<file path="src/hw/rtl/two_bank_timer_pool_macros.svh">
// assertion macros for the timer pool
`ifndef TWO_BANK_TIMER_POOL_MACROS_SVH
`define TWO_BANK_TIMER_POOL_MACROS_SVH
`define TBTP_ASSERT_IMPL(label, a, c) \
    label: assert property (@(posedge clk) disable iff (!rst_n) (a) |-> (c)) \
        else $error("tbtp check failed");
`define TBTP_ASSERT_NEXT(label, a, c) \
    label: assert property (@(posedge clk) disable iff (!rst_n) (a) |=> (c)) \
        else $error("tbtp check failed");
`endif

</file>
<file path="src/hw/rtl/tbtp_pkg.sv">
// shared types and constants of the timer pool
package tbtp_pkg;
    localparam logic [2:0] FN_ALLOC   = 3'd0;
    localparam logic [2:0] FN_START   = 3'd1;
    localparam logic [2:0] FN_STOP    = 3'd2;
    localparam logic [2:0] FN_RESTART = 3'd3;
    localparam logic [2:0] FN_MS_TICK = 3'd4;
    localparam logic [2:0] FN_S_TICK  = 3'd5;
    localparam logic [2:0] FN_SERVICE = 3'd6;
    localparam logic [1:0] ST_IDLE    = 2'd0;
    localparam logic [1:0] ST_STOPPED = 2'd1;
    localparam logic [1:0] ST_WAITING = 2'd2;
    localparam logic [1:0] ST_RUNNING = 2'd3;
    localparam logic [1:0] STAT_OK      = 2'd0;
    localparam logic [1:0] STAT_NO_SLOT = 2'd1;
    localparam logic [1:0] STAT_RANGE   = 2'd2;
    localparam logic [7:0] BANK_BIT  = 8'h80;
    localparam logic [6:0] SLOT_MASK = 7'h7f;
    localparam logic [15:0] SEC_LIMIT = 16'd60;
    localparam logic [9:0] MS_PER_S  = 10'd1000;
    typedef struct packed {
        logic [2:0]  func;
        logic [15:0] interval_s;
        logic [15:0] interval_ms;
        logic        isr_mode;
        logic [7:0]  handle;
    } in_item_t;
    typedef struct packed {
        logic [1:0] status;
        logic [7:0] timer_handle;
        logic       fired;
        logic       last;
    } out_item_t;
endpackage

</file>
<file path="src/hw/rtl/tbtp_if.sv">
// valid/ready channel interfaces of the timer pool
interface tbtp_in_if;
    import tbtp_pkg::*;
    logic     valid;
    logic     ready;
    in_item_t data;
    modport source (output valid, output data, input ready);
    modport sink (input valid, input data, output ready);
endinterface

interface tbtp_out_if;
    import tbtp_pkg::*;
    logic      valid;
    logic      ready;
    out_item_t data;
    modport source (output valid, output data, input ready);
    modport sink (input valid, input data, output ready);
endinterface

</file>
<file path="src/hw/rtl/two_bank_timer_pool.sv">
// two-bank periodic timer pool with a slot-serial sequencer
// channels: in (func, interval_s, interval_ms, isr_mode, handle) and out
// (status, timer_handle, fired, last), both valid/ready; an item is taken
// when valid and ready are high at a rising clock edge
// allocate walks its bank one slot a cycle, up to the last slot of the bank
// start, stop and restart pass S_SLOT, where start and restart use the shared adder, then S_EMIT
// a tick visits every slot of its bank, one slot a cycle while the receiver does not stall;
// an interrupt-mode slot that fires also passes S_ARM to re-arm; service walks both banks the same way
// the slot walk and the one shared 32-bit adder set the rate: a tick passes S_IDLE, one S_SCAN
// per slot, S_DONE and S_EMIT, and one S_ARM per fire that re-arms
// each interrupt-mode fire and each serviced slot is one result item with fired high; every
// input item ends with one closing result item that has last high
// in.ready is high only while the sequencer is idle
// a stalled receiver holds the sequencer in place: the result register
// waits and no slot state moves until the item is taken
// reset returns all slots to idle and clears both time counters
module two_bank_timer_pool #(
    parameter int SEC_SLOTS = 8,
    parameter int MS_SLOTS  = 8
) (
    input logic clk,
    input logic rst_n,
    tbtp_in_if.sink    in,
    tbtp_out_if.source out
);
    import tbtp_pkg::*;
`include "two_bank_timer_pool_macros.svh"

    localparam int NS = (SEC_SLOTS > 1) ? $clog2(SEC_SLOTS) : 1;
    localparam int NM = (MS_SLOTS > 1) ? $clog2(MS_SLOTS) : 1;

    typedef enum logic [5:0] {
        S_IDLE  = 6'b000001,
        S_SCAN  = 6'b000010,
        S_ARM   = 6'b000100,
        S_SLOT  = 6'b001000,
        S_EMIT  = 6'b010000,
        S_DONE  = 6'b100000
    } state_t;

    state_t state_reg, state_next;

    logic [1:0]  sec_st_reg [SEC_SLOTS];
    logic        sec_isr_reg [SEC_SLOTS];
    logic [15:0] sec_iv_reg [SEC_SLOTS];
    logic [31:0] sec_dl_reg [SEC_SLOTS];
    logic [1:0]  ms_st_reg [MS_SLOTS];
    logic        ms_isr_reg [MS_SLOTS];
    logic [16:0] ms_iv_reg [MS_SLOTS];
    logic [31:0] ms_dl_reg [MS_SLOTS];
    logic [31:0] now_s_reg, now_ms_reg;

    in_item_t    item_reg;
    logic        bank_reg;
    logic [6:0]  idx_reg;
    logic [31:0] prod_reg;
    out_item_t   res_reg;
    logic        res_valid_reg;

    logic        sel_sec;
    logic [NS-1:0] si;
    logic [NM-1:0] mi;
    logic [1:0]  cur_st;
    logic        cur_isr;
    logic [31:0] cur_dl, cur_iv, cur_now, sum;
    logic        bank_end;
    logic [6:0]  hslot;
    logic        hsec, hrange;

    assign in.ready  = (state_reg == S_IDLE);
    assign out.valid = res_valid_reg;
    assign out.data  = res_reg;

    assign hsec   = item_reg.handle[7];
    assign hslot  = item_reg.handle[6:0] & SLOT_MASK;
    assign hrange = hsec ? (hslot >= 7'(SEC_SLOTS)) : (hslot >= 7'(MS_SLOTS));

    always_comb
    begin
        sel_sec = bank_reg;
        si = idx_reg[NS-1:0];
        mi = idx_reg[NM-1:0];
        cur_st  = sel_sec ? sec_st_reg[si] : ms_st_reg[mi];
        cur_isr = sel_sec ? sec_isr_reg[si] : ms_isr_reg[mi];
        cur_dl  = sel_sec ? sec_dl_reg[si] : ms_dl_reg[mi];
        cur_iv  = sel_sec ? {16'd0, sec_iv_reg[si]} : {15'd0, ms_iv_reg[mi]};
        cur_now = sel_sec ? now_s_reg : now_ms_reg;
        sum     = cur_now + cur_iv;
        bank_end = sel_sec ? (idx_reg == 7'(SEC_SLOTS - 1)) : (idx_reg == 7'(MS_SLOTS - 1));
    end

    logic stall;
    assign stall = res_valid_reg && !out.ready;

    always_ff @(posedge clk or negedge rst_n)
    begin
        if (!rst_n)
        begin
            state_reg <= S_IDLE;
            res_valid_reg <= 1'b0;
            now_s_reg <= '0;
            now_ms_reg <= '0;
            for (int i = 0; i < SEC_SLOTS; i++)
            begin
                sec_st_reg[i] <= ST_IDLE;
                sec_isr_reg[i] <= 1'b0;
                sec_iv_reg[i] <= '0;
                sec_dl_reg[i] <= '0;
            end
            for (int i = 0; i < MS_SLOTS; i++)
            begin
                ms_st_reg[i] <= ST_IDLE;
                ms_isr_reg[i] <= 1'b0;
                ms_iv_reg[i] <= '0;
                ms_dl_reg[i] <= '0;
            end
        end
        else
        begin
            if (res_valid_reg && out.ready)
                res_valid_reg <= 1'b0;
            if (!stall)
            begin
                state_reg <= state_next;
                case (state_reg)
                    S_IDLE:
                    begin
                        if (in.valid)
                        begin
                            item_reg <= in.data;
                            idx_reg <= (in.data.func == FN_START || in.data.func == FN_STOP
                                || in.data.func == FN_RESTART) ? in.data.handle[6:0] : 7'd0;
                            prod_reg <= 32'(in.data.interval_s) * 32'(MS_PER_S);
                            case (in.data.func)
                                FN_ALLOC: bank_reg <= (in.data.interval_ms == 16'd0)
                                    || (in.data.interval_s > SEC_LIMIT);
                                FN_MS_TICK:
                                begin
                                    bank_reg <= 1'b0;
                                    now_ms_reg <= now_ms_reg + 32'd1;
                                end
                                FN_S_TICK:
                                begin
                                    bank_reg <= 1'b1;
                                    now_s_reg <= now_s_reg + 32'd1;
                                end
                                FN_SERVICE: bank_reg <= 1'b1;
                                default: bank_reg <= in.data.handle[7];
                            endcase
                        end
                    end
                    S_SCAN:
                    begin
                        case (item_reg.func)
                            FN_ALLOC:
                            begin
                                if (cur_st == ST_IDLE)
                                begin
                                    if (sel_sec)
                                    begin
                                        sec_st_reg[si] <= ST_STOPPED;
                                        sec_isr_reg[si] <= item_reg.isr_mode;
                                        sec_iv_reg[si] <= item_reg.interval_s;
                                    end
                                    else
                                    begin
                                        ms_st_reg[mi] <= ST_STOPPED;
                                        ms_isr_reg[mi] <= item_reg.isr_mode;
                                        ms_iv_reg[mi] <= 17'(prod_reg + 32'(item_reg.interval_ms));
                                    end
                                    res_reg <= '{STAT_OK, {sel_sec, idx_reg}, 1'b0, 1'b1};
                                    res_valid_reg <= 1'b1;
                                end
                                else if (bank_end)
                                begin
                                    res_reg <= '{STAT_NO_SLOT, 8'd0, 1'b0, 1'b1};
                                    res_valid_reg <= 1'b1;
                                end
                                else
                                    idx_reg <= idx_reg + 7'd1;
                            end
                            default:
                            begin
                                if (item_reg.func == FN_SERVICE ? (cur_st == ST_RUNNING)
                                    : (cur_now >= cur_dl && cur_st == ST_WAITING))
                                begin
                                    if (item_reg.func == FN_SERVICE || cur_isr)
                                    begin
                                        res_reg <= '{STAT_OK, {sel_sec, idx_reg}, 1'b1, 1'b0};
                                        res_valid_reg <= 1'b1;
                                    end
                                    else if (sel_sec)
                                        sec_st_reg[si] <= ST_RUNNING;
                                    else
                                        ms_st_reg[mi] <= ST_RUNNING;
                                end
                                if (state_next == S_SCAN)
                                begin
                                    if (bank_end)
                                    begin
                                        bank_reg <= 1'b0;
                                        idx_reg <= '0;
                                    end
                                    else
                                        idx_reg <= idx_reg + 7'd1;
                                end
                            end
                        endcase
                    end
                    S_ARM:
                    begin
                        if (sel_sec)
                        begin
                            sec_dl_reg[si] <= sum;
                            sec_st_reg[si] <= ST_WAITING;
                        end
                        else
                        begin
                            ms_dl_reg[mi] <= sum;
                            ms_st_reg[mi] <= ST_WAITING;
                        end
                        if (bank_end)
                        begin
                            bank_reg <= 1'b0;
                            idx_reg <= '0;
                        end
                        else
                            idx_reg <= idx_reg + 7'd1;
                    end
                    S_SLOT:
                    begin
                        if (!hrange)
                        begin
                            if (item_reg.func == FN_STOP)
                            begin
                                if (sel_sec) sec_st_reg[si] <= ST_IDLE;
                                else ms_st_reg[mi] <= ST_IDLE;
                            end
                            else if (sel_sec)
                            begin
                                sec_dl_reg[si] <= sum;
                                if (item_reg.func == FN_START)
                                    sec_st_reg[si] <= ST_WAITING;
                            end
                            else
                            begin
                                ms_dl_reg[mi] <= sum;
                                if (item_reg.func == FN_START)
                                    ms_st_reg[mi] <= ST_WAITING;
                            end
                        end
                        res_reg <= '{hrange ? STAT_RANGE : STAT_OK, item_reg.handle, 1'b0, 1'b1};
                        res_valid_reg <= 1'b1;
                    end
                    S_DONE:
                    begin
                        res_reg <= '{STAT_OK, 8'd0, 1'b0, 1'b1};
                        res_valid_reg <= 1'b1;
                    end
                    default:
                    begin
                    end
                endcase
            end
        end
    end

    logic scan_last;
    assign scan_last = bank_end && (item_reg.func != FN_SERVICE || !bank_reg);

    always_comb
    begin
        state_next = state_reg;
        case (state_reg)
            S_IDLE:
            begin
                if (in.valid)
                begin
                    case (in.data.func)
                        FN_ALLOC, FN_MS_TICK, FN_S_TICK, FN_SERVICE: state_next = S_SCAN;
                        FN_START, FN_STOP, FN_RESTART: state_next = S_SLOT;
                        default: state_next = S_DONE;
                    endcase
                end
            end
            S_SCAN:
            begin
                if (item_reg.func == FN_ALLOC)
                begin
                    if (cur_st == ST_IDLE || bank_end)
                        state_next = S_EMIT;
                end
                else if ((item_reg.func == FN_SERVICE ? (cur_st == ST_RUNNING)
                    : (cur_now >= cur_dl && cur_st == ST_WAITING))
                    && (item_reg.func == FN_SERVICE || cur_isr))
                    state_next = S_ARM;
                else if (scan_last)
                    state_next = S_DONE;
            end
            S_ARM: state_next = scan_last ? S_DONE : S_SCAN;
            S_SLOT: state_next = S_EMIT;
            S_DONE: state_next = S_EMIT;
            S_EMIT: state_next = S_IDLE;
            default: state_next = S_IDLE;
        endcase
    end

    `TBTP_ASSERT_IMPL(a_ready_idle, in.ready, !res_valid_reg || state_reg == S_IDLE)
    `TBTP_ASSERT_NEXT(a_take_busy, in.valid && in.ready, !in.ready)
    `TBTP_ASSERT_IMPL(a_emit_valid, state_reg == S_EMIT, res_valid_reg && res_reg.last)
endmodule

</file>
<file path="src/flat_wrapper.sv">
// flat-port wrapper written by rule: the top's interface ports become plain ports
module two_bank_timer_pool_flat import tbtp_pkg::*;
#(
    parameter int SEC_SLOTS = 8,
    parameter int MS_SLOTS  = 8
)
  (clk, rst_n, in_valid, in_data, in_ready, out_valid, out_data, out_ready);
  tbtp_in_if in_i ();
  tbtp_out_if out_i ();
  input logic clk;
  input logic rst_n;
  input wire logic [$bits(in_i.valid)-1:0] in_valid;
  input wire logic [$bits(in_i.data)-1:0] in_data;
  output wire logic [$bits(in_i.ready)-1:0] in_ready;
  output wire logic [$bits(out_i.valid)-1:0] out_valid;
  output wire logic [$bits(out_i.data)-1:0] out_data;
  input wire logic [$bits(out_i.ready)-1:0] out_ready;
  assign in_i.valid = in_valid;
  assign in_i.data = in_data;
  assign in_ready = in_i.ready;
  assign out_valid = out_i.valid;
  assign out_data = out_i.data;
  assign out_i.ready = out_ready;
  two_bank_timer_pool #(.SEC_SLOTS(SEC_SLOTS), .MS_SLOTS(MS_SLOTS)) u_core (.clk(clk), .rst_n(rst_n), .in(in_i), .out(out_i));
endmodule
</file>
<file path="config.mk">
export PLATFORM = sky130hd
export DESIGN_NAME = two_bank_timer_pool_flat
export DESIGN_NICKNAME = d
export VERILOG_FILES = /design/src/hw/rtl/tbtp_pkg.sv /design/src/hw/rtl/tbtp_if.sv /design/src/hw/rtl/two_bank_timer_pool.sv /design/src/flat_wrapper.sv
export VERILOG_INCLUDE_DIRS = /design/src /design/src/hw/rtl
export SDC_FILE = /design/constraint.sdc
export NUM_CORES = 2
export LEC_CHECK = 0
export CORE_ASPECT_RATIO = 1.2
export CORE_MARGIN = 4
export CORE_UTILIZATION = 58
export DETAILED_ROUTE_END_ITERATION = 10
export DONT_BUFFER_PORTS = 1
export PLACE_DENSITY_LB_ADDON = 0.25
export SETUP_SLACK_MARGIN = 0.1
export SYNTH_ARGS = -nofsm -noshare
export SYNTH_HDL_FRONTEND = slang
export SYNTH_SLANG_ARGS = --single-unit
</file>
<file path="constraint.sdc">
create_clock -name clk -period 5 [get_ports clk]
set_input_delay 1 -clock clk [delete_from_list [all_inputs] [get_ports clk]]
set_output_delay 1 -clock clk [all_outputs]
set_load 0.01 [all_outputs]
</file>
==> impl_metrics.yaml <==
sta:
  timing_worst_slew_pin_value_ns: 1.23
  timing.max_slew.rel_slack: 0.180
  post_layout_worst_setup_margin_ns: 0.189
  fin_crit_sh: 0.962
  clock_skew_ns: 0.0330
  final_hold_viol_count: 0
  finalSetupViolCount: 0
  min_period_ns: 4.81
  fmaxAchievable_mhz: 208
  drv_slew: 0
  rsz0062_at_grt: "true"
  timing.hold.ws_ns: 0.0373
synthesis:
  postSynthCellCount: 4285
  postSynthNetCount: 4461
  synthDistinctLibCells: 84
  yosysWarnings: 0
  synth.ff_latch_count: 971
  synth_ff_type: "sky130_fd_sc_hd__dfrtp_1"
  async_reset_ff_frac: 0.922
  synth-edff-count: 76
  synth_sequential_area_ratio: 0.534
  netlist_area_pre_place_sq_mm: 0.0462
  synth.avg_cell_area_sq_um: 10.8
global_route:
  overflow: 0
  grt_max_degree: 897
  number_of_antenna_violations_at_the_first_check_in_global_routing: 1
  wire_length_of_the_first_global_routing_pass_um: 209000
  grt_use_total: 0.324
  via_count_of_the_first_global_routing_pass: 35150
die:
  design.portCount: 62
  core_area_sq_mm: 0.0790
  floorplan.die_area_sq_mm: 0.0843
  initial_core_util: 0.585
  chipWidth_um: 266
  die_y_um: 317
  core.rowCount: 113
routing:
  detailedRoute.firstPassIterationCount: 6
  drc: 0
  drt_iter0_drc: 3708
  finalWirelength_um: 136000
  post_drt_via_cell_ratio: 6.34
  remaining_antenna_violation_count: 0
  total_number_of_vias: 34671
  routed_wire_length_per_instance_um: 25.0
final_layout:
  multiInputGateArea_sq_mm: 0.0202
  drive_above_1_share: 0.197
  antennaDiodeCount: 0
  fill_cells: 5959
  area_growth_syn_to_layout_pct: 13.2
  sequential_cell_area_sq_mm: 0.0247
  num-nets-final: 4535
  final_cell_area_sq_mm: 0.0523
  post-route-util: 0.662
worst_setup_path:
  required_ns: 5.54
  setup.worst_path.class: "reg2reg"
  start_kind: "flop"
  cp_max_fo: 24
  timing.reg2reg.setup_slack_ns: 0.19
  critPathCaptureType: "flop"
  critPathArrivalTime_ns: 5.35
cts:
  cts.sinks: 971
  cts_root_buffer: "sky130_fd_sc_hd__clkbuf_16"
  tritoncts.num_buffers: 96
  clock_tree.htree_level_count: 3
  insertion_delay_ns: 0.69
  ctsHoldBuffers: 0
  cts.path.max_buffers: 3
  cts.clk_slew.worst_paths_ns: 0.06
  cts_tree: "built"
pwr:
  power.density_cell_area_mw_per_mm2: 436
  vdd.ir_drop.worst_mv: 0.378
  p_leak_nw: 24.1
  power.total_mw: 22.8
hold_path:
  worst_hold_path_type: "in2async"
place:
  dp_hpwl_um: 88000
  numPortBuffers: 0
  pre_cts_setup_slack_ns: -0.259
  dpl_cell_area_sq_mm: 0.0488
  gp_congestion: 0.914
flow_run:
  maxCapViolCount: 0
run_status:
  status: "finished clean"
## cell usage after synthesis (9+ instances only)
library cell                count  area (sq um)
sky130_fd_sc_hd__o22a_1         9          78.8
sky130_fd_sc_hd__mux4_2        23           518
sky130_fd_sc_hd__nand2b_1      10          62.6
sky130_fd_sc_hd__a211oi_1      14           105
sky130_fd_sc_hd__a21o_1        14           105
sky130_fd_sc_hd__a2111oi_0      9          78.8
sky130_fd_sc_hd__o21a_1         9          67.6
sky130_fd_sc_hd__a22oi_1       79           593
sky130_fd_sc_hd__a221oi_1      59           517
sky130_fd_sc_hd__mux2i_1      111          1110
sky130_fd_sc_hd__buf_2         16          80.1
sky130_fd_sc_hd__xnor2_1       89           780
sky130_fd_sc_hd__xor2_1        37           324
sky130_fd_sc_hd__a31oi_1        9          56.3
sky130_fd_sc_hd__and3_1        18           113
sky130_fd_sc_hd__a21oi_1      169           846
sky130_fd_sc_hd__dfrtp_1      894         22400
sky130_fd_sc_hd__nor4_1        12          75.1
sky130_fd_sc_hd__edfxtp_1      76          2280
sky130_fd_sc_hd__o22ai_1       19           119
sky130_fd_sc_hd__fa_1          33           661
sky130_fd_sc_hd__o21ai_0      598          2990
sky130_fd_sc_hd__a221o_1       23           230
sky130_fd_sc_hd__nor2_1       145           544
sky130_fd_sc_hd__buf_1         49           184
sky130_fd_sc_hd__nand2_1      677          2540
sky130_fd_sc_hd__mux2_2       359          4040
sky130_fd_sc_hd__a22o_1        31           272
sky130_fd_sc_hd__and2_1         9          56.3
sky130_fd_sc_hd__nor3_1        37           185
sky130_fd_sc_hd__nand3_1       70           350
sky130_fd_sc_hd__inv_1         93           349
sky130_fd_sc_hd__ha_1          95          1190
sky130_fd_sc_hd__nor2b_1       14          87.6
sky130_fd_sc_hd__clkbuf_1     213           800
sky130_fd_sc_hd__nand4_1       26           163
## cell type report
| cell class | count | share of cell area |
|---|---|---|
| clock buffers | 136 | 0.0523 |
| clock inverters | 36 | 0.00865 |
| repair buffers | 263 | 0.0491 |
| inverters | 96 | 0.00688 |
| flip-flops and latches | 971 | 0.471 |
| well taps | 1035 | 0.0247 |
| multi-input cells | 2931 | 0.387 |
## path summary, 6_finish.rpt
kind                                      start                     end  cells after the start
max                           u_core.idx_reg[1]    u_core.ms_st_reg[12]                     18
min                                       rst_n  u_core.sec_dl_reg[149]                      0
max reg2reg                   u_core.idx_reg[1]    u_core.ms_st_reg[12]                     18
min reg2reg                u_core.now_s_reg[31]    u_core.now_s_reg[31]                      1
max in group asynchronous                 rst_n  u_core.sec_dl_reg[224]                      2
min in group clk                    in_data[18]     u_core.item_reg[18]                      0
## report_power, final
part | internal [mW] | total [mW] | switching (mW)
clock network | 4.23 | 7.34 | 3.11
registers | 8.71 | 9.19 | 0.485
logic | 2.19 | 6.28 | 4.09
total | 15.1 | 22.8 | 7.68
## stage by stage
stage | std cells | TNS, ns
detailed placement | 5280 | -4.95
finish | 5468 | 0
floorplan | 4285 | 0
global placement | 5280 | -3.81
global route | 5468 | 0
CTS | 5456 | 0
## what timing repair did
action,CTS,global route
gates cloned,0,1
endpoints found under the setup margin,67,272
pin swaps,1,7
gates resized for setup,4,31
buffers inserted,4,7
## placed cells by master (no fill, tap or decap), types with 76 or more instances in the layout
master,n
sky130_fd_sc_hd__a21oi_1,166
sky130_fd_sc_hd__a22oi_1,79
sky130_fd_sc_hd__buf_4,215
sky130_fd_sc_hd__clkbuf_16,98
sky130_fd_sc_hd__dfrtp_1,894
sky130_fd_sc_hd__edfxtp_1,76
sky130_fd_sc_hd__ha_1,95
sky130_fd_sc_hd__inv_1,93
sky130_fd_sc_hd__mux2_2,359
sky130_fd_sc_hd__mux2i_1,111
sky130_fd_sc_hd__nand2_1,661
sky130_fd_sc_hd__nor2_1,139
sky130_fd_sc_hd__o21ai_0,592
sky130_fd_sc_hd__xnor2_1,86
## logic make-up (layout without fill, tap and decap cells)
kind of cell | count (synthesis) | count (layout) | synth area share
flops | 971 | 971 | 0.534
compound gates | 1124 | 1124 | 0.149
fa+ha+maj | 128 | 128 | 0.0400
buf+inv | 383 | 531 | 0.0327
simple gates | 1060 | 1060 | 0.0979
xor+xnor | 126 | 126 | 0.0239
mux | 493 | 493 | 0.123
## critical path, stage by stage (launching register included)
cell	delay, ns
sky130_fd_sc_hd__edfxtp_1	0.44
sky130_fd_sc_hd__buf_12	0.25
sky130_fd_sc_hd__nor2b_1	0.58
sky130_fd_sc_hd__buf_4	0.30
sky130_fd_sc_hd__nand2_1	0.06
sky130_fd_sc_hd__o21ai_0	0.07
sky130_fd_sc_hd__nand2_1	0.11
sky130_fd_sc_hd__a41o_1	0.29
sky130_fd_sc_hd__ha_1	0.31
sky130_fd_sc_hd__nand2_1	0.06
sky130_fd_sc_hd__or3_1	0.30
sky130_fd_sc_hd__o32a_1	0.38
sky130_fd_sc_hd__a21oi_2	0.29
sky130_fd_sc_hd__nor2_2	0.14
sky130_fd_sc_hd__a2bb2oi_4	0.17
sky130_fd_sc_hd__buf_12	0.19
sky130_fd_sc_hd__buf_4	0.16
sky130_fd_sc_hd__a2111oi_2	0.43
sky130_fd_sc_hd__o22ai_1	0.15
## metal layers
layer,part of all wire,track usage,vias up
met5,0.000095,0,-
met4,0.058,0.173,2
met3,0.071,0.0524,372
met2,0.48,0.541,1462
met1,0.39,0.409,17433
li1,-,-,15402
Power figures use the tool's default switching activity.
